`src/vdsc_pkg.sv`:
```
package vdsc_pkg;

  localparam int unsigned CFG_DATA_W = 16;
  localparam int unsigned CFG_IDX_W  = 3;
  localparam int unsigned TIMER_W    = 16;

  // Configuration register indexes
  localparam logic [CFG_IDX_W-1:0] REG_BRAKE_CONFLICT_MIN    = 3'd0;
  localparam logic [CFG_IDX_W-1:0] REG_THROTTLE_CONFLICT_MAX = 3'd1;
  localparam logic [CFG_IDX_W-1:0] REG_PEDAL_MISMATCH_LIMIT  = 3'd2;
  localparam logic [CFG_IDX_W-1:0] REG_PEDAL_MISMATCH_TIME   = 3'd3;
  localparam logic [CFG_IDX_W-1:0] REG_HV_MIN_VOLTAGE        = 3'd4;
  localparam logic [CFG_IDX_W-1:0] REG_BRAKE_START_THRESHOLD = 3'd5;
  localparam logic [CFG_IDX_W-1:0] REG_BUZZER_TIME           = 3'd6;

  typedef enum logic [2:0] {
    MODE_INIT  = 3'd0,
    MODE_LV    = 3'd1,
    MODE_TS    = 3'd2,
    MODE_RTD   = 3'd3,
    MODE_DRIVE = 3'd4,
    MODE_FAULT = 3'd5
  } mode_t;

  typedef enum logic [2:0] {
    FK_NONE  = 3'd0,
    FK_LOOP  = 3'd1,
    FK_BRAKE = 3'd2,
    FK_PEDAL = 3'd3,
    FK_EXT   = 3'd4
  } fault_t;

  typedef struct packed {
    logic [11:0] brake_conflict_min;
    logic [6:0]  throttle_conflict_max;
    logic [6:0]  pedal_mismatch_limit;
    logic [15:0] pedal_mismatch_time_ms;
    logic [9:0]  hv_min_voltage;
    logic [11:0] brake_start_threshold;
    logic [15:0] buzzer_time_ms;
  } cfg_t;

  typedef struct packed {
    logic [9:0]  delta_ms;
    logic [3:0]  external_fault;
    logic        loop_closed;
    logic [11:0] brake_level;
    logic [6:0]  throttle_level;
    logic [6:0]  pedal_sensor_a;
    logic [6:0]  pedal_sensor_b;
    logic [9:0]  hv_voltage;
    logic        start_pressed;
    logic        clear_pressed;
  } item_t;

  typedef struct packed {
    mode_t              mode;
    fault_t             fault_kind;
    logic [3:0]         fault_code;
    logic               enable;
    logic               buzzer;
    logic [TIMER_W-1:0] buzzer_timer;
    logic               buzzer_timing;
    logic [TIMER_W-1:0] mismatch_timer;
  } state_t;

  typedef struct packed {
    mode_t      mode;
    fault_t     fault_kind;
    logic [3:0] fault_ext_code;
    logic       drive_enable;
    logic       buzzer_on;
  } result_t;

  // Add elapsed time to a timer, stopping at the timer's top value
  function automatic logic [TIMER_W-1:0] sat_add(input logic [TIMER_W-1:0] a,
                                                 input logic [9:0] b);
    logic [TIMER_W:0] s;
    s = {1'b0, a} + (TIMER_W+1)'(b);
    return s[TIMER_W] ? {TIMER_W{1'b1}} : s[TIMER_W-1:0];
  endfunction

endpackage

```
`src/vdsc_if.sv`:
```
interface vdsc_tick_if;
  logic        valid;
  logic        ready;
  logic [9:0]  delta_ms;
  logic [3:0]  external_fault;
  logic        loop_closed;
  logic [11:0] brake_level;
  logic [6:0]  throttle_level;
  logic [6:0]  pedal_sensor_a;
  logic [6:0]  pedal_sensor_b;
  logic [9:0]  hv_voltage;
  logic        start_pressed;
  logic        clear_pressed;

  modport source (output valid, delta_ms, external_fault, loop_closed, brake_level,
                  throttle_level, pedal_sensor_a, pedal_sensor_b, hv_voltage,
                  start_pressed, clear_pressed, input ready);
  modport sink (input valid, delta_ms, external_fault, loop_closed, brake_level,
                throttle_level, pedal_sensor_a, pedal_sensor_b, hv_voltage,
                start_pressed, clear_pressed, output ready);
endinterface

interface vdsc_result_if;
  logic       valid;
  logic       ready;
  logic [2:0] mode;
  logic [2:0] fault_kind;
  logic [3:0] fault_ext_code;
  logic       drive_enable;
  logic       buzzer_on;

  modport source (output valid, mode, fault_kind, fault_ext_code, drive_enable, buzzer_on,
                  input ready);
  modport sink (input valid, mode, fault_kind, fault_ext_code, drive_enable, buzzer_on,
                output ready);
endinterface

```
`src/vdsc_cfg.sv`:
```
module vdsc_cfg (
  input  logic                              clk,
  input  logic                              rst,
  input  logic                              cfg_we,
  input  logic [vdsc_pkg::CFG_IDX_W-1:0]    cfg_index,
  input  logic [vdsc_pkg::CFG_DATA_W-1:0]   cfg_data,
  output vdsc_pkg::cfg_t                    cfg
);

  always_ff @(posedge clk) begin
    if (rst) begin
      cfg.brake_conflict_min     <= 12'd30;
      cfg.throttle_conflict_max  <= 7'd25;
      cfg.pedal_mismatch_limit   <= 7'd10;
      cfg.pedal_mismatch_time_ms <= 16'd100;
      cfg.hv_min_voltage         <= 10'd60;
      cfg.brake_start_threshold  <= 12'd15;
      cfg.buzzer_time_ms         <= 16'd2000;
    end else if (cfg_we) begin
      case (cfg_index)
        vdsc_pkg::REG_BRAKE_CONFLICT_MIN:    cfg.brake_conflict_min     <= cfg_data[11:0];
        vdsc_pkg::REG_THROTTLE_CONFLICT_MAX: cfg.throttle_conflict_max  <= cfg_data[6:0];
        vdsc_pkg::REG_PEDAL_MISMATCH_LIMIT:  cfg.pedal_mismatch_limit   <= cfg_data[6:0];
        vdsc_pkg::REG_PEDAL_MISMATCH_TIME:   cfg.pedal_mismatch_time_ms <= cfg_data[15:0];
        vdsc_pkg::REG_HV_MIN_VOLTAGE:        cfg.hv_min_voltage         <= cfg_data[9:0];
        vdsc_pkg::REG_BRAKE_START_THRESHOLD: cfg.brake_start_threshold  <= cfg_data[11:0];
        vdsc_pkg::REG_BUZZER_TIME:           cfg.buzzer_time_ms         <= cfg_data[15:0];
        default: begin
          // drop writes past the last register
        end
      endcase
    end
  end

endmodule

```
`src/vdsc_step.sv`:
```
module vdsc_step (
  input  vdsc_pkg::state_t  st,
  input  vdsc_pkg::item_t   it,
  input  vdsc_pkg::cfg_t    cfg,
  output vdsc_pkg::state_t  nx,
  output vdsc_pkg::result_t res
);

  vdsc_pkg::fault_t kind;
  logic [3:0]       code;
  logic [6:0]       diff;
  logic [15:0]      mt_sat;

  assign diff = (it.pedal_sensor_a > it.pedal_sensor_b) ?
                (it.pedal_sensor_a - it.pedal_sensor_b) :
                (it.pedal_sensor_b - it.pedal_sensor_a);
  assign mt_sat = vdsc_pkg::sat_add(st.mismatch_timer, it.delta_ms);

  always_comb begin
    nx   = st;
    kind = vdsc_pkg::FK_NONE;
    code = 4'd0;

    // Fault checks in priority order
    if (it.external_fault != 4'd0) begin
      kind = vdsc_pkg::FK_EXT;
      code = it.external_fault;
    end else if (!it.loop_closed) begin
      kind = vdsc_pkg::FK_LOOP;
    end else if (it.brake_level > cfg.brake_conflict_min &&
                 it.throttle_level > cfg.throttle_conflict_max) begin
      kind = vdsc_pkg::FK_BRAKE;
    end else if (diff > cfg.pedal_mismatch_limit) begin
      nx.mismatch_timer = mt_sat;
      if (mt_sat >= cfg.pedal_mismatch_time_ms) kind = vdsc_pkg::FK_PEDAL;
    end else begin
      nx.mismatch_timer = '0;
    end

    if (kind != vdsc_pkg::FK_NONE) begin
      nx.mode       = vdsc_pkg::MODE_FAULT;
      nx.fault_kind = kind;
      nx.fault_code = code;
    end

    if (st.buzzer_timing) nx.buzzer_timer = vdsc_pkg::sat_add(st.buzzer_timer, it.delta_ms);

    case (nx.mode)
      vdsc_pkg::MODE_LV: begin
        nx.enable = 1'b0;
        if (it.hv_voltage > cfg.hv_min_voltage) nx.mode = vdsc_pkg::MODE_TS;
      end
      vdsc_pkg::MODE_TS: begin
        nx.enable = 1'b0;
        if (it.hv_voltage < cfg.hv_min_voltage) begin
          nx.mode = vdsc_pkg::MODE_LV;
        end else if (it.brake_level > cfg.brake_start_threshold && it.start_pressed) begin
          nx.mode          = vdsc_pkg::MODE_RTD;
          nx.buzzer_timer  = '0;
          nx.buzzer_timing = 1'b1;
          nx.buzzer        = 1'b1;
        end
      end
      vdsc_pkg::MODE_RTD: begin
        if (nx.buzzer_timer >= cfg.buzzer_time_ms) begin
          nx.buzzer        = 1'b0;
          nx.buzzer_timing = 1'b0;
          nx.mode          = vdsc_pkg::MODE_DRIVE;
        end
      end
      vdsc_pkg::MODE_DRIVE: begin
        nx.enable = 1'b1;
        if (it.start_pressed) nx.mode = vdsc_pkg::MODE_TS;
      end
      vdsc_pkg::MODE_FAULT: begin
        nx.enable        = 1'b0;
        nx.buzzer        = 1'b0;
        nx.buzzer_timing = 1'b0;
        // recheck with no added time gives the same verdict as the first pass
        if (kind == vdsc_pkg::FK_NONE && it.clear_pressed) begin
          nx.fault_kind = vdsc_pkg::FK_NONE;
          nx.fault_code = 4'd0;
          nx.mode       = vdsc_pkg::MODE_LV;
        end
      end
      default: nx.mode = vdsc_pkg::MODE_LV;
    endcase

    res.mode           = nx.mode;
    res.fault_kind     = nx.fault_kind;
    res.fault_ext_code = (nx.fault_kind == vdsc_pkg::FK_EXT) ? nx.fault_code : 4'd0;
    res.drive_enable   = nx.enable;
    res.buzzer_on      = nx.buzzer;
  end

endmodule

```
`src/vehicle_drive_state_controller.sv`:
```
// Channel  | Dir | Contents
// ---------+-----+---------------------------------------------------------
// tick     | in  | one sensor tick: elapsed ms, fault code, loop, pedals, HV, buttons
// result   | out | mode, latched fault kind and code, drive enable, buzzer
// cfg_*    | in  | write-only register port, seven thresholds and times
//
// A request lands in the input register; when the result register is free or being
// drained, its result loads the result register and the controller state advances
// with it. One tick per cycle sustained while the result side is ready.
// rst is synchronous, active high: mode INIT, no fault, timers at zero,
// registers at their defaults.
// A stalled result holds the result register and a full input register; tick.ready drops only when both are full.
module vehicle_drive_state_controller (
  input  logic                            clk,
  input  logic                            rst,
  vdsc_tick_if.sink                       tick,
  vdsc_result_if.source                   result,
  input  logic                            cfg_we,
  input  logic [vdsc_pkg::CFG_IDX_W-1:0]  cfg_index,
  input  logic [vdsc_pkg::CFG_DATA_W-1:0] cfg_data
);

  vdsc_pkg::cfg_t    cfg;
  vdsc_pkg::item_t   tick_q;
  logic              tick_vld;
  vdsc_pkg::state_t  st;
  vdsc_pkg::state_t  st_next;
  vdsc_pkg::result_t res;
  vdsc_pkg::result_t res_next;
  logic              res_vld;
  logic              advance;

  vdsc_cfg u_cfg (
    .clk       (clk),
    .rst       (rst),
    .cfg_we    (cfg_we),
    .cfg_index (cfg_index),
    .cfg_data  (cfg_data),
    .cfg       (cfg)
  );

  vdsc_step u_step (
    .st  (st),
    .it  (tick_q),
    .cfg (cfg),
    .nx  (st_next),
    .res (res_next)
  );

  // Advance the held tick when the result register is free or being drained
  assign advance    = tick_vld && (!res_vld || result.ready);
  assign tick.ready = !tick_vld || advance;

  // Input register: take a new request whenever the slot is free or moving on
  always_ff @(posedge clk) begin
    if (rst) begin
      tick_vld <= 1'b0;
    end else if (tick.ready) begin
      tick_vld <= tick.valid;
    end
  end

  always_ff @(posedge clk) begin
    if (tick.valid && tick.ready) begin
      tick_q.delta_ms       <= tick.delta_ms;
      tick_q.external_fault <= tick.external_fault;
      tick_q.loop_closed    <= tick.loop_closed;
      tick_q.brake_level    <= tick.brake_level;
      tick_q.throttle_level <= tick.throttle_level;
      tick_q.pedal_sensor_a <= tick.pedal_sensor_a;
      tick_q.pedal_sensor_b <= tick.pedal_sensor_b;
      tick_q.hv_voltage     <= tick.hv_voltage;
      tick_q.start_pressed  <= tick.start_pressed;
      tick_q.clear_pressed  <= tick.clear_pressed;
    end
  end

  // Controller state: advance once per processed tick
  always_ff @(posedge clk) begin
    if (rst) begin
      st.mode           <= vdsc_pkg::MODE_INIT;
      st.fault_kind     <= vdsc_pkg::FK_NONE;
      st.fault_code     <= 4'd0;
      st.enable         <= 1'b0;
      st.buzzer         <= 1'b0;
      st.buzzer_timer   <= '0;
      st.buzzer_timing  <= 1'b0;
      st.mismatch_timer <= '0;
    end else if (advance) begin
      st <= st_next;
    end
  end

  // Result register: load with the state update, clear once taken
  always_ff @(posedge clk) begin
    if (rst) begin
      res_vld <= 1'b0;
    end else if (advance) begin
      res_vld <= 1'b1;
    end else if (result.ready) begin
      res_vld <= 1'b0;
    end
  end

  always_ff @(posedge clk) begin
    if (advance) res <= res_next;
  end

  assign result.valid          = res_vld;
  assign result.mode           = res.mode;
  assign result.fault_kind     = res.fault_kind;
  assign result.fault_ext_code = res.fault_ext_code;
  assign result.drive_enable   = res.drive_enable;
  assign result.buzzer_on      = res.buzzer_on;

endmodule

```
`src/flat_wrapper.sv`:
```
// flat-port wrapper written by rule: the top's interface ports become plain ports
module vehicle_drive_state_controller_flat 
  (clk, rst, cfg_we, cfg_index, cfg_data, tick_valid, tick_delta_ms, tick_external_fault, tick_loop_closed, tick_brake_level, tick_throttle_level, tick_pedal_sensor_a, tick_pedal_sensor_b, tick_hv_voltage, tick_start_pressed, tick_clear_pressed, tick_ready, result_valid, result_mode, result_fault_kind, result_fault_ext_code, result_drive_enable, result_buzzer_on, result_ready);
  vdsc_tick_if tick_i ();
  vdsc_result_if result_i ();
  input  logic clk;
  input  logic rst;
  input  logic cfg_we;
  input  logic [vdsc_pkg::CFG_IDX_W-1:0] cfg_index;
  input  logic [vdsc_pkg::CFG_DATA_W-1:0] cfg_data;
  input wire logic [$bits(tick_i.valid)-1:0] tick_valid;
  input wire logic [$bits(tick_i.delta_ms)-1:0] tick_delta_ms;
  input wire logic [$bits(tick_i.external_fault)-1:0] tick_external_fault;
  input wire logic [$bits(tick_i.loop_closed)-1:0] tick_loop_closed;
  input wire logic [$bits(tick_i.brake_level)-1:0] tick_brake_level;
  input wire logic [$bits(tick_i.throttle_level)-1:0] tick_throttle_level;
  input wire logic [$bits(tick_i.pedal_sensor_a)-1:0] tick_pedal_sensor_a;
  input wire logic [$bits(tick_i.pedal_sensor_b)-1:0] tick_pedal_sensor_b;
  input wire logic [$bits(tick_i.hv_voltage)-1:0] tick_hv_voltage;
  input wire logic [$bits(tick_i.start_pressed)-1:0] tick_start_pressed;
  input wire logic [$bits(tick_i.clear_pressed)-1:0] tick_clear_pressed;
  output wire logic [$bits(tick_i.ready)-1:0] tick_ready;
  output wire logic [$bits(result_i.valid)-1:0] result_valid;
  output wire logic [$bits(result_i.mode)-1:0] result_mode;
  output wire logic [$bits(result_i.fault_kind)-1:0] result_fault_kind;
  output wire logic [$bits(result_i.fault_ext_code)-1:0] result_fault_ext_code;
  output wire logic [$bits(result_i.drive_enable)-1:0] result_drive_enable;
  output wire logic [$bits(result_i.buzzer_on)-1:0] result_buzzer_on;
  input wire logic [$bits(result_i.ready)-1:0] result_ready;
  assign tick_i.valid = tick_valid;
  assign tick_i.delta_ms = tick_delta_ms;
  assign tick_i.external_fault = tick_external_fault;
  assign tick_i.loop_closed = tick_loop_closed;
  assign tick_i.brake_level = tick_brake_level;
  assign tick_i.throttle_level = tick_throttle_level;
  assign tick_i.pedal_sensor_a = tick_pedal_sensor_a;
  assign tick_i.pedal_sensor_b = tick_pedal_sensor_b;
  assign tick_i.hv_voltage = tick_hv_voltage;
  assign tick_i.start_pressed = tick_start_pressed;
  assign tick_i.clear_pressed = tick_clear_pressed;
  assign tick_ready = tick_i.ready;
  assign result_valid = result_i.valid;
  assign result_mode = result_i.mode;
  assign result_fault_kind = result_i.fault_kind;
  assign result_fault_ext_code = result_i.fault_ext_code;
  assign result_drive_enable = result_i.drive_enable;
  assign result_buzzer_on = result_i.buzzer_on;
  assign result_i.ready = result_ready;
  vehicle_drive_state_controller u_core (.clk(clk), .rst(rst), .tick(tick_i), .result(result_i), .cfg_we(cfg_we), .cfg_index(cfg_index), .cfg_data(cfg_data));
endmodule
```
`config.mk`:
```
export PLATFORM = sky130hd
export DESIGN_NAME = vehicle_drive_state_controller_flat
export DESIGN_NICKNAME = d
export VERILOG_FILES = /design/src/vdsc_pkg.sv /design/src/vdsc_if.sv /design/src/vdsc_cfg.sv /design/src/vdsc_step.sv /design/src/vehicle_drive_state_controller.sv /design/src/flat_wrapper.sv
export SDC_FILE = /design/constraint.sdc
export NUM_CORES = 1
export LEC_CHECK = 0
export ABC_AREA = 1
export BUFFER_PORTS_ARGS = -buffer_cell sky130_fd_sc_hd__buf_2
export CAP_MARGIN = 0
export CORE_UTILIZATION = 40
export DETAILED_ROUTE_END_ITERATION = 6
export GPL_ROUTABILITY_DRIVEN = 0
export SYNTH_ARGS = -nofsm -noshare
export SYNTH_HDL_FRONTEND = slang
export SYNTH_SLANG_ARGS = --single-unit
```
`constraint.sdc`:
```
create_clock -name clk -period 4.45 [get_ports clk]
set_input_delay 0.445 -clock clk [delete_from_list [all_inputs] [get_ports clk]]
set_output_delay 0.445 -clock clk [all_outputs]
set_load 0.01 [all_outputs]
```
Yosys cells after proc, flatten, opt, wreduce, memory -nomap -nowiden
Index checks and enable logic that the tools add are counted.
- register bits: 199
- bits of input ports: 84
- logic and storage cells: 117
- $add $sub $neg: 4
- order comparisons: 9
- eq/ne operators: 15
- mux-type cells: 30
- bitwise logic cells: 2
- reductions and logical operators: 25
- operators with widths (cell ; number):
    $mux 16 ; 5
    $mux 18 ; 2
    $add 16x10->17 ; 2
    $ge 16x16->1 ; 2
    $gt 12x12->1 ; 2
    $gt 7x7->1 ; 3
    $mux 10 ; 2
    $eq 3x3->1 const B ; 6
    $mux 3 ; 6
    $pmux 3 s5 ; 1
    $mux 7 ; 2
    $reduce_and 2->1 ; 7
    $sub 7x7->7 ; 2
    $eq 3x2->1 const B ; 4
    $gt 10x10->1 ; 1
    $lt 10x10->1 ; 1
    $mux 2 ; 4
    $eq 3x1->1 const B ; 2
    $logic_not 3->1 ; 2
    $ne 2x2->1 const B ; 3
    $pmux 1 s3 ; 2
    $reduce_bool 3->1 ; 2
    $logic_and 1x1->1 ; 5
    $reduce_and 5->1 ; 1
    other kinds (10) ; 16

Longest topological paths before layout
Gate-level depths: netlist of the first run.
- word-level depth: 13
- gate-level depth with buffers: 33
- mapped depth without buffers: 32

Cells and area by module
From an unflattened synthesis of the first run, not the netlist that was laid out.
- cell total of the unflattened synthesis: 1713
- area total of the unflattened synthesis: 12568.3 sq um
- modules (own cells, without submodules) (module ; times used ; cells an instance ; area an instance (sq um) ; sequential area each (sq um)):
    vdsc_step ; 1 ; 893 ; 5144.9 ; 0.0
    vehicle_drive_state_controller ; 1 ; 378 ; 4309.1 ; 3103.0
    vdsc_cfg ; 1 ; 442 ; 3114.2 ; 1601.5

Worst setup path before layout of the first run
No wires, ideal clock.
- path kind: register to register
- start point: register u_core.tick_q[50] (netlist bit)
- end point: register u_core.res (netlist bit u_core.result.fault_ext_code[0]) (data pin)
- setup time: 0.252 ns
- data arrival time: 3.524 ns
- path slack: 0.674 ns
- cell stages (with the launch flop): 29
- buffers on the path: 1
- clock period less this slack: 3.776 ns
- cells stage by stage: edfxtp_1 -> ha_1 -> fa_1 -> nand3_1 -> nand2_1 -> nand2_1 -> nand2_2 -> a21oi_2 -> o21ai_2 -> nand2_2 -> nor2_4 -> inv_2 -> buf_12 -> nand3_4 -> ha_1 -> a21oi_1 -> o21ai_0 -> a21oi_2 -> nand2_2 -> nand2_4 -> nand2_4 -> nor2_8 -> nand2_4 -> nand2_4 -> inv_4 -> nand3_4 -> nand2_1 -> nand3_2 -> nor2_1
- longest elaborated chain between the ends: 13
- elaborated cells on any way between the ends: 16
- RTL lines (what ; line ; text):
    start: declaration ; vehicle_drive_state_controller.sv:24 ; vdsc_pkg::item_t tick_q;
    $add 16x10->17 (*) ; vdsc_pkg.sv:79 ; s = {1'b0, a} + (TIMER_W+1)'(b);
    $mux 16 (*) ; vdsc_pkg.sv:80 ; return s[TIMER_W] ? {TIMER_W{1'b1}} : s[TIMER_W-1:0];
    $ge 16x16->1 (*) ; vdsc_step.sv:35 ; if (mt_sat >= cfg.pedal_mismatch_time_ms) kind = vdsc_pkg::FK_PEDAL;
    $mux 2 (*) ; vdsc_step.sv:35 ;
    $mux 2 (*) ; vdsc_step.sv:33 ; end else if (diff > cfg.pedal_mismatch_limit) begin
    $mux 2 (*) ; vdsc_step.sv:30 ; end else if (it.brake_level > cfg.brake_conflict_min &&
    $mux 2 (*) ; vdsc_step.sv:28 ; end else if (!it.loop_closed) begin
    $mux 3 (*) ; vdsc_step.sv:25 ; if (it.external_fault != 4'd0) begin
    $reduce_bool 3->1 or $logic_not 3->1 (tied branches) ; vdsc_step.sv:40, vdsc_step.sv:80 ;
    $mux 10 or $logic_and 1x1->1 (tied branches) ; vdsc_step.sv:40, vdsc_step.sv:80 ;
    $eq 3x3->1 or $mux 10 (tied branches) ; vdsc_step.sv:48, vdsc_step.sv:80 ;
    $mux 7 (*) ; vdsc_step.sv:48 ; case (nx.mode)
    $eq 3x3->1 ; vdsc_step.sv:91 ; res.fault_ext_code = (nx.fault_kind == vdsc_pkg::FK_EXT) ? nx.fault_code : 4'd0;
    end signal: assignment ; vehicle_drive_state_controller.sv:106 ; if (advance) res <= res_next;
    end: declaration ; vehicle_drive_state_controller.sv:28 ; vdsc_pkg::result_t res;
Mark *: on every way between the ends. The rest lies on a longest branch, timed or not.
A chain may end at the register's enable or synchronous reset.

Final worst setup path of the first run
- start point: register u_core.tick_q[50] (netlist bit)
- end point: register u_core.res (netlist bit u_core.result.fault_ext_code[3]) (data pin)
Same word-level chain as after synthesis.

==> flow_metrics.tcl, run 1 <==
set metrics [dict create \
    status "complete, no violations" \
    dpl_worst_slack_ns 0.257 \
    first_global_vias 8123 \
    relSlewSlack_pct 32.9 \
    drc 0 \
    hold-worst-slack_ns 0.167 \
    endpoint_kind "register" \
    min_path_type "input pin to register" \
    syn_inst 1304 \
    numCtsBuffers 17 \
    setup_violations 0 \
    setup_ws_ns 0.357 \
    die-area_sq_um 28600 \
    cts_tree "yes" \
    start_util_pct 41.1 \
    pin_count 98 \
    nets 1600 \
    dr_total_vias 8637 \
    clock_sinks 199 \
    rows 60 \
    maxCapViolCount 0 \
    final.setup.tns_ns 0 \
    firstDrtPassIters 5 \
    synthArstFlopShare_pct 0 \
    yosysSeqAreaShare_pct 42.2 \
    die_w_um 169 \
    period_needed_ns 4.09 \
    via_per_inst 4.84 \
    yosys_most_used_dff "dfxtp_1" \
    path_buf_inv 4 \
    cp_top_family "simple AND/OR/NAND/NOR gates" \
    antenna_found_initial 0 \
    cts_buffer_depth 2 \
    post-dp-hpwl_mm 18.6 \
    wl_mm 25.1 \
    synth_edf_count 72 \
    whs_path_depth 1 \
    cts_hold_buffers 0 \
    grt_util_all_layers_pct 18.3 \
    diodes 0 \
    worst_pin_slew_ns 1.00 \
    hold_viol_final 0 \
    mappedNetlistArea_sq_um 11200 \
    dpl_cell_area_sq_um 12000 \
    clkTransAtPathRegs_ns 0.08 \
    ir_drop_v 0.000312 \
    die_h_um 169 \
    area_growth_syn_to_layout_pct 13.5 \
    internal_power_mw 2.98 \
    p_leak_nw 5.62 \
    fmax_mhz 244 \
    period_share_pct 92.0 \
    design_area_sq_um 12700 \
    synth_commonest_cells "nand2_1, inv_1, a21oi_1, dfxtp_1, ha_1" \
    post-synth-top-count-cell "nand2_1" \
    ys_ff_latch 199 \
    p_sw_mw 1.12 \
    drive_above_1_share_pct 17.1 \
    rsz0062_at_grt "no" \
    seqPwrFrac_pct 48.7 \
    htree_levels 4 \
    wl_per_cell_um 14.1 \
    syn_nets 1505 \
    clk_latency_ns 0.45 \
    cp_max_fo 7 \
    skew_ns 0.0166 \
    multi_input_area_sq_um 5570 \
    synth_cell_types 57 \
    io_buffers 97 \
    grt_remaining_overflow 0 \
    ant_nets 0 \
    synth_area_leader_cell "dfxtp_1" \
    drt_iter0_drc 608 \
    avgSynthCellArea_sq_um 8.56 \
    grt_max_degree 87 \
    n_fill_cell 2675 \
    register_area_sq_um 4700 \
    required_ns 4.65 \
    yosys_warnings 0 \
    maxSlewViolCount 0 \
    arrival_ns 4.29 \
    rr_worst_depth 32 \
    pwr-share-comb_pct 12.5 \
    path_depth 32 \
    synth_top_area_share_pct 22.8 \
    crit_path_top_delay_cell "edfxtp_1" \
    crit_type "register to register" \
    clockPowerShare_pct 38.9 \
    p_sw_share_pct 27.4 \
    root_buffer "clkbuf_16" \
    finalPower_mw 4.10 \
    critPathLaunchType "register" \
    crit_top_cell "nand2_1" \
    netlist_top_cells_area "dfxtp_1, edfxtp_1, ha_1" \
    slowest_delay_ns 0.41 \
    core_area_sq_um 27200 \
    grt_pass1_wl_mm 40.8 \
    power.density_nw_per_um2 324 \
]
==> cell type report <==
class | count | area share, %
clock inverter | 12 | 0.968
multi-input combinational | 875 | 43.9
clock buffer | 20 | 3.86
inverter | 198 | 5.90
timing repair buffer | 108 | 4.51
tap | 372 | 3.67
sequential | 199 | 37.1
==> metal layers <==
layer  global-route usage (%)  share of wire (%)  wire [um]
met1                     22.8                 46      11700
met4                     5.37                1.4        364
met2                     32.1                 49      12300
met3                     3.11                3.0        754
met5                        0                  0          0
==> placed cells by master, fill, tap and decap left out, drive strengths merged, types with 15 or more instances in the layout <==
| cell | netlist | final |
|---|---|---|
| a21oi | 156 | 156 |
| buf | 3 | 108 |
| clkbuf | 29 | 20 |
| dfxtp | 127 | 127 |
| edfxtp | 72 | 72 |
| ha | 113 | 113 |
| inv | 196 | 204 |
| nand2 | 253 | 253 |
| nand3 | 50 | 50 |
| nand4 | 15 | 15 |
| nor2 | 83 | 83 |
| o211ai | 23 | 23 |
| o21ai | 101 | 101 |
==> sequential cells by signal, summed over array words and instances, names as in the netlist <==
name and cells:
u_core.result.drive_enable 1, u_core.tick_vld 1, u_core.st 45, u_core.result.mode 3
u_core.result.fault_kind 3, u_core.u_cfg.cfg 80, u_core.result.fault_ext_code 4, u_core.result.valid 1
u_core.tick_q 60, u_core.result.buzzer_on 1
==> stage by stage <==
stage                     cells  util (%)
after CTS                  1782      46.5
after floorplan            1304         -
after global placement     1750      44.3
final                      1784      46.6
after detailed placement   1750      44.3
after global routing       1784      46.6
==> power by group through the flow <==
stage,Combinational (mW),Clock [mW],Sequential (mW)
after floorplan,0.359,0,2.03
after global placement,0.504,0,2.04
after detailed placement,0.513,0,2.04
after CTS,0.516,1.63,2.00
after global routing,0.587,1.70,2.00
final,0.511,1.59,2.00
==> cell families after synthesis <==
| logic type | synth area share [%] |
|---|---|
| fa+ha+maj | 13.4 |
| flops | 42.2 |
| xor+xnor | 1.57 |
| mux | 0.370 |
| compound gates | 16.3 |
| buf+inv | 8.02 |
| simple gates | 18.2 |
==> path summary, 6_finish.rpt <==
check | start | to | slack, ns
worst min-delay path | tick_delta_ms[4] | u_core.tick_q[54]$_DFFE_PP_ | 0.17
worst max register to register | u_core.tick_q[50]$_DFFE_PP_ | u_core.result.fault_ext_code[3]$_SDFFCE_PP0P_ | 0.36
worst min register to register | u_core.u_cfg.cfg[74]$_SDFFE_PP0P_ | u_core.u_cfg.cfg[74]$_SDFFE_PP0P_ | 0.46
worst max-delay path | u_core.tick_q[50]$_DFFE_PP_ | u_core.result.fault_ext_code[3]$_SDFFCE_PP0P_ | 0.36
==> what timing repair did <==
action,4_1_cts,5_1_grt
resized for setup,0,3
setup buffers,0,2
setup endpoints to repair,0,7
hold endpoints to repair,0,0
Power figures use the tool's default switching activity.
==> inputs of run 2 (changes only) <==
Settings changed: SYNTH_HIERARCHICAL set to 1.
==> run 2 against run 1 <==
Net effect: the run now ends with DRC left; cell count rose by 23%; critical path depth fell by 4; design area rose by 10%; sequential power rose by 3%; fmax fell by 0.94%; largest cell class unchanged; area after synthesis rose by 13%; clock power fell by 6%; non-clock buffer count rose by 8.
==> flow_metrics.tcl, run 2 <==
set metrics [dict create \
    status "finished with violations" \
    violations "DRC" \
    syn_inst 1713 \
    htree_levels 4 \
    wl_per_cell_um 13.9 \
    cp_max_fo 7 \
    endpoint_kind "register" \
    clkTransAtPathRegs_ns 0.08 \
    grt_remaining_overflow 0 \
    final_cell_mix "nand2_1, inv_1, nor2_1, nand3_1, dfxtp_1" \
    firstDrtPassIters 7 \
    die_w_um 179 \
    nets 1988 \
    area_growth_syn_to_layout_pct 11.3 \
    period_share_pct 92.8 \
    ys_ff_latch 199 \
    crit_path_top_delay_cell "edfxtp_1" \
    setup_violations 0 \
    drive_above_1_share_pct 12.2 \
    avgSynthCellArea_sq_um 7.34 \
    mappedNetlistArea_sq_um 12600 \
    setup_ws_ns 0.319 \
    rows 64 \
    antenna_found_initial 0 \
    start_util_pct 40.9 \
    wl_mm 30.6 \
    grt_pass1_wl_mm 48.9 \
    crit_top_cell "nand2_1" \
    synth_area_leader_cell "dfxtp_1" \
    required_ns 4.84 \
    yosys_warnings 6 \
    synth_commonest_cells "nand2_1, inv_1, nor2_1, nand3_1, dfxtp_1" \
    dr_total_vias 10900 \
    min_path_type "input pin to register" \
    ant_nets 0 \
    worst_pin_slew_ns 1.31 \
    via_per_inst 4.95 \
    grt_util_all_layers_pct 19.4 \
    hold-worst-slack_ns 0.170 \
    first_global_vias 9753 \
    top_regs "u_core/u_cfg/cfg: 80 flops, u_core/tick_q: 60 flops, u_core/st: 45 flops" \
    numCtsBuffers 17 \
    synth_edf_count 72 \
    clk_latency_ns 0.44 \
    fmax_mhz 242 \
    synthArstFlopShare_pct 0 \
    post-route-util_pct 45.5 \
    arrival_ns 4.52 \
    drc 4 \
    relSlewSlack_pct 12.7 \
    fin_cells 2196 \
    maxSlewViolCount 0 \
    final_common_cell "nand2_1" \
    core_area_sq_um 30700 \
    post-dp-hpwl_mm 22.5 \
    pin_count 98 \
    die_h_um 179 \
    drt_iter0_drc 716 \
    final.setup.tns_ns 0 \
    path_buf_inv 4 \
    largest_reg_flops 80 \
    syn_nets 1914 \
    ir_drop_v 0.000260 \
    synth_cell_types 46 \
    maxCapViolCount 0 \
    slowest_delay_ns 0.46 \
    root_buffer "clkbuf_16" \
    cp_top_family "simple AND/OR/NAND/NOR gates" \
    post-synth-top-count-cell "nand2_1" \
    yosys_most_used_dff "dfxtp_1" \
    cts_tree "yes" \
    io_buffers 97 \
    clock_sinks 199 \
    dpl_worst_slack_ns 0.0279 \
    power.density_nw_per_um2 320 \
    critPathLaunchType "register" \
    skew_ns 0.0110 \
    period_needed_ns 4.13 \
    netlist_top_cells_area "dfxtp_1, edfxtp_1, nand2_1" \
    regMostFlops "u_core/u_cfg/cfg" \
    crit_type "register to register" \
    dp_cells 2155 \
    synth_top_area_share_pct 20.2 \
    hold_viol_final 0 \
    cts_buffer_depth 2 \
    diodes 0 \
    p_leak_nw 6.83 \
    yosysSeqAreaShare_pct 37.4 \
    die-area_sq_um 32100 \
    grt_max_degree 92 \
]
run 2: final cells by class:
class                   count  area (sq um)
flip-flops and latches    199          4710
repair buffers            116           644
clock inverters            13           114
well taps                 396           495
clock buffers              19           444
fillers                  3178         16800
inverters                 273          1030
multi-input cells        1180          6560
run 2: kinds of logic after synthesis:
family	Yosys count	share of synthesized area (%)
adder cells (fa/ha/maj)	117	11.9
buffers and inverters	334	11.3
flip-flops	199	37.4
AND/OR/NAND/NOR	849	29.3
XOR/XNOR	20	1.39
AO/OA/AOI/OAI	194	8.72
run 2: path summary, 6_finish.rpt:
kind	startpoint	end	slack (ns)	depth (start not counted)
min	tick_clear_pressed	u_core/tick_q[0]$_DFFE_PP_	0.17	1
min reg2reg	u_core/u_cfg/cfg[19]$_SDFFE_PP1P_	u_core/u_cfg/cfg[19]$_SDFFE_PP1P_	0.46	2
max reg2reg	u_core/tick_q[20]$_DFFE_PP_	u_core/st[44]$_SDFFE_PP0P_	0.32	28
max	u_core/tick_q[20]$_DFFE_PP_	u_core/st[44]$_SDFFE_PP0P_	0.32	28
run 2: metrics by stage:
stage	power [mW]	cell area, sq um
4_1_cts	4.49	13800
6_report	4.47	14000
3_3_place_gp	2.96	13200
3_5_place_dp	2.98	13200
2_1_floorplan	2.73	12600
5_1_grt	4.72	14000
run 2: repair_timing:
item	4_1_cts	5_1_grt
endpoints found under the setup margin	1	43
pin swaps	0	11
hold buffers	0	0
setup buffers	0	9
gates resized for setup	1	28
run 2: worst register-to-register path, delay by kind of cell, from the launching register on:
kind	cells	cell delay, ns
AO/OA/AOI/OAI	9	1.25
adder cells (fa/ha/maj)	2	0.59
buffers and inverters	4	0.43
flip-flops	1	0.46
AND/OR/NAND/NOR	13	1.36
run 2: per-layer routing:
| layer | global-route usage (%) | part of all wire (%) | vias to the layer above |
|---|---|---|---|
| met5 | 0 | 0 | - |
| met4 | 5.71 | 1.6 | 0 |
| met3 | 2.65 | 4.8 | 31 |
| met2 | 30.7 | 45 | 281 |
| met1 | 27.2 | 48 | 4919 |
| li1 | - | - | 5647 |
run 2: where the power goes:
part | internal [mW] | switching (mW)
registers | 1.98 | 0.0671
clock network | 0.750 | 0.742
logic | 0.353 | 0.577
total | 3.09 | 1.39
==> inputs of run 3 (changes only) <==
Settings changed: CTS_CLUSTER_SIZE set to 12, GPL_TIMING_DRIVEN set to 0.
==> run 3 against run 2 <==
Net effect: the run still ends with DRC left; die area is the same; global-route usage grew 1.1 points; fmax shrank 2.9%; wire length grew 5.2%; hold slack lost 0.0076 ns; utilization grew 1.7 points; setup slack lost 0.12 ns; critical path type unchanged; largest cell class unchanged; largest power group unchanged.
==> flow_metrics.tcl, run 3 (synthesis gave the netlist of run 2 again) <==
set metrics [dict create \
    numCtsBuffers 17 \
    r2r-end "u_core/st[19]$_SDFFE_PP0P_" \
    grt_remaining_overflow 0 \
    final_common_cell "nand2_1" \
    largest_reg_flops 80 \
    clk_latency_ns 0.45 \
    antenna_found_initial 0 \
    violations "DRC" \
    power.density_nw_per_um2 316 \
    min_to "u_core/tick_q[34]$_DFFE_PP_" \
    hold_viol_final 0 \
    hp-start "tick_brake_level[1]" \
    dr_total_vias 11100 \
    wl_per_cell_um 14.2 \
    die_h_um 179 \
    arrival_ns 4.59 \
    reg2reg_setup_slack_ns 0.19 \
    required_ns 4.79 \
    drt_iter0_drc 780 \
    n_fill_cell 3119 \
    nets 2051 \
    root_buffer "clkbuf_16" \
    clock_sinks 199 \
    worst_pin_slew_ns 1.25 \
    cts_buffer_depth 2 \
    crit_path_top_delay_cell "edfxtp_1" \
    grt_max_degree 46 \
    diodes 0 \
    drive_above_1_share_pct 14.7 \
    regMostFlops "u_core/u_cfg/cfg" \
    die_w_um 179 \
    timing.rr.start "u_core/tick_q[50]$_DFFE_PP_" \
    critPathLaunchType "register" \
    hold-worst-slack_ns 0.162 \
    post-route-util_pct 47.2 \
    ir_drop_v 0.000312 \
    finalPower_mw 4.58 \
    rows 64 \
    multi_input_area_sq_um 6630 \
    endpoint_kind "register" \
    period_share_pct 95.6 \
    slowest_delay_ns 0.48 \
    p_leak_nw 7.11 \
    htree_levels 4 \
    die-area_sq_um 32100 \
    final_cell_mix "nand2_1, inv_1, nor2_1, nand3_1, dfxtp_1" \
    cts_hold_buffers 0 \
    relSlewSlack_pct 16.6 \
    crit_type "register to register" \
    ant_nets 0 \
    post-dp-hpwl_mm 25.1 \
    wl_mm 32.2 \
    clkTransAtPathRegs_ns 0.08 \
    maxCapViolCount 0 \
    rr_worst_depth 29 \
    firstDrtPassIters 7 \
    start_util_pct 40.9 \
    io_buffers 97 \
    fmax_mhz 235 \
    drc 4 \
    pin_count 98 \
    core_area_sq_um 30700 \
    grt_util_all_layers_pct 20.5 \
    top_regs "u_core/u_cfg/cfg: 80 flops, u_core/tick_q: 60 flops, u_core/st: 45 flops" \
    min_path_type "input pin to register" \
    cts_tree "yes" \
    via_per_inst 4.92 \
    status "finished with violations" \
    grt_pass1_wl_mm 51.0 \
    maxSlewViolCount 0 \
    register_area_sq_um 4700 \
    whs_path_depth 1 \
    crit_top_cell "nand2_1" \
    setup_violations 0 \
    area_growth_syn_to_layout_pct 15.5 \
    skew_ns 0.0147 \
    cp_max_fo 8 \
    period_needed_ns 4.26 \
    first_global_vias 10200 \
]
[run 3: changes by cell type in the layout (fill, tap and decap cells not counted), sizes merged]
cell,change
inv,+4
buf,+53
clkbuf,+11
clkinv,-5
[run 3: metal layers]
metal	global-route usage (%)	share of wire, %	up-vias
met3	3.20	4.7	32
li1	-	-	5778
met1	27.5	47	5023
met5	0	0	-
met4	7.04	2.3	0
met2	33.3	46	275
[run 3: power breakdown]
| group | switching [mW] | internal (mW) |
|---|---|---|
| sequential | 0.0684 | 1.98 |
| combinational | 0.611 | 0.407 |
| clock | 0.744 | 0.767 |
[run 3: timing repair]
| item | 4_1_cts | 5_1_grt |
|---|---|---|
| resized for setup | 3 | 43 |
| pin swaps | 1 | 17 |
| cloned | 0 | 2 |
| buffers inserted | 5 | 13 |
| setup endpoints to repair | 41 | 54 |
[run 3: worst max-delay path: cells and delay by family (launching register included)]
kind,cells,cell delay (ns)
AO/OA/AOI/OAI,2,0.35
flip-flops,1,0.48
buffers and inverters,4,0.46
AND/OR/NAND/NOR,20,1.90
adder cells (fa/ha/maj),3,0.96
[run 3: worst max path at each step]
stage,start,to,slack [ns],cells past startpoint
2_1_floorplan,u_core/tick_q[21]$_DFFE_PP_,u_core/result.mode[2]$_DFFE_PP_,0.79,25
3_3_place_gp,u_core/tick_q[21]$_DFFE_PP_,u_core/st[44]$_SDFFE_PP0P_,-0.20,27
3_5_place_dp,u_core/tick_q[21]$_DFFE_PP_,u_core/st[44]$_SDFFE_PP0P_,-0.24,27
4_1_cts,u_core/tick_q[50]$_DFFE_PP_,u_core/st[24]$_SDFFE_PP0P_,0.04,26
5_1_grt,u_core/tick_q[13]$_DFFE_PP_,u_core/result.mode[2]$_DFFE_PP_,-0.09,27
6_report,u_core/tick_q[50]$_DFFE_PP_,u_core/st[19]$_SDFFE_PP0P_,0.19,29
[run 3: cell type report]
cell class,count,area share [%]
tap,396,3.41
timing repair buffer,118,4.72
clock buffer,20,3.15
sequential,199,32.4
buffer,61,2.79
inverter,273,7.08
multi-input combinational,1180,45.7
clock inverter,12,0.750
[run 3: per-stage QoR]
step                std cells  area [sq um]  worst slack (ns)  TNS, ns
finish                   2259         14500             0.195        0
global route             2259         14500           -0.0851   -0.710
CTS                      2244         14200            0.0376        0
detailed placement       2207         13600            -0.243    -5.50
global placement         2206         13500            -0.200    -3.66
floorplan                1713         12600             0.788        0
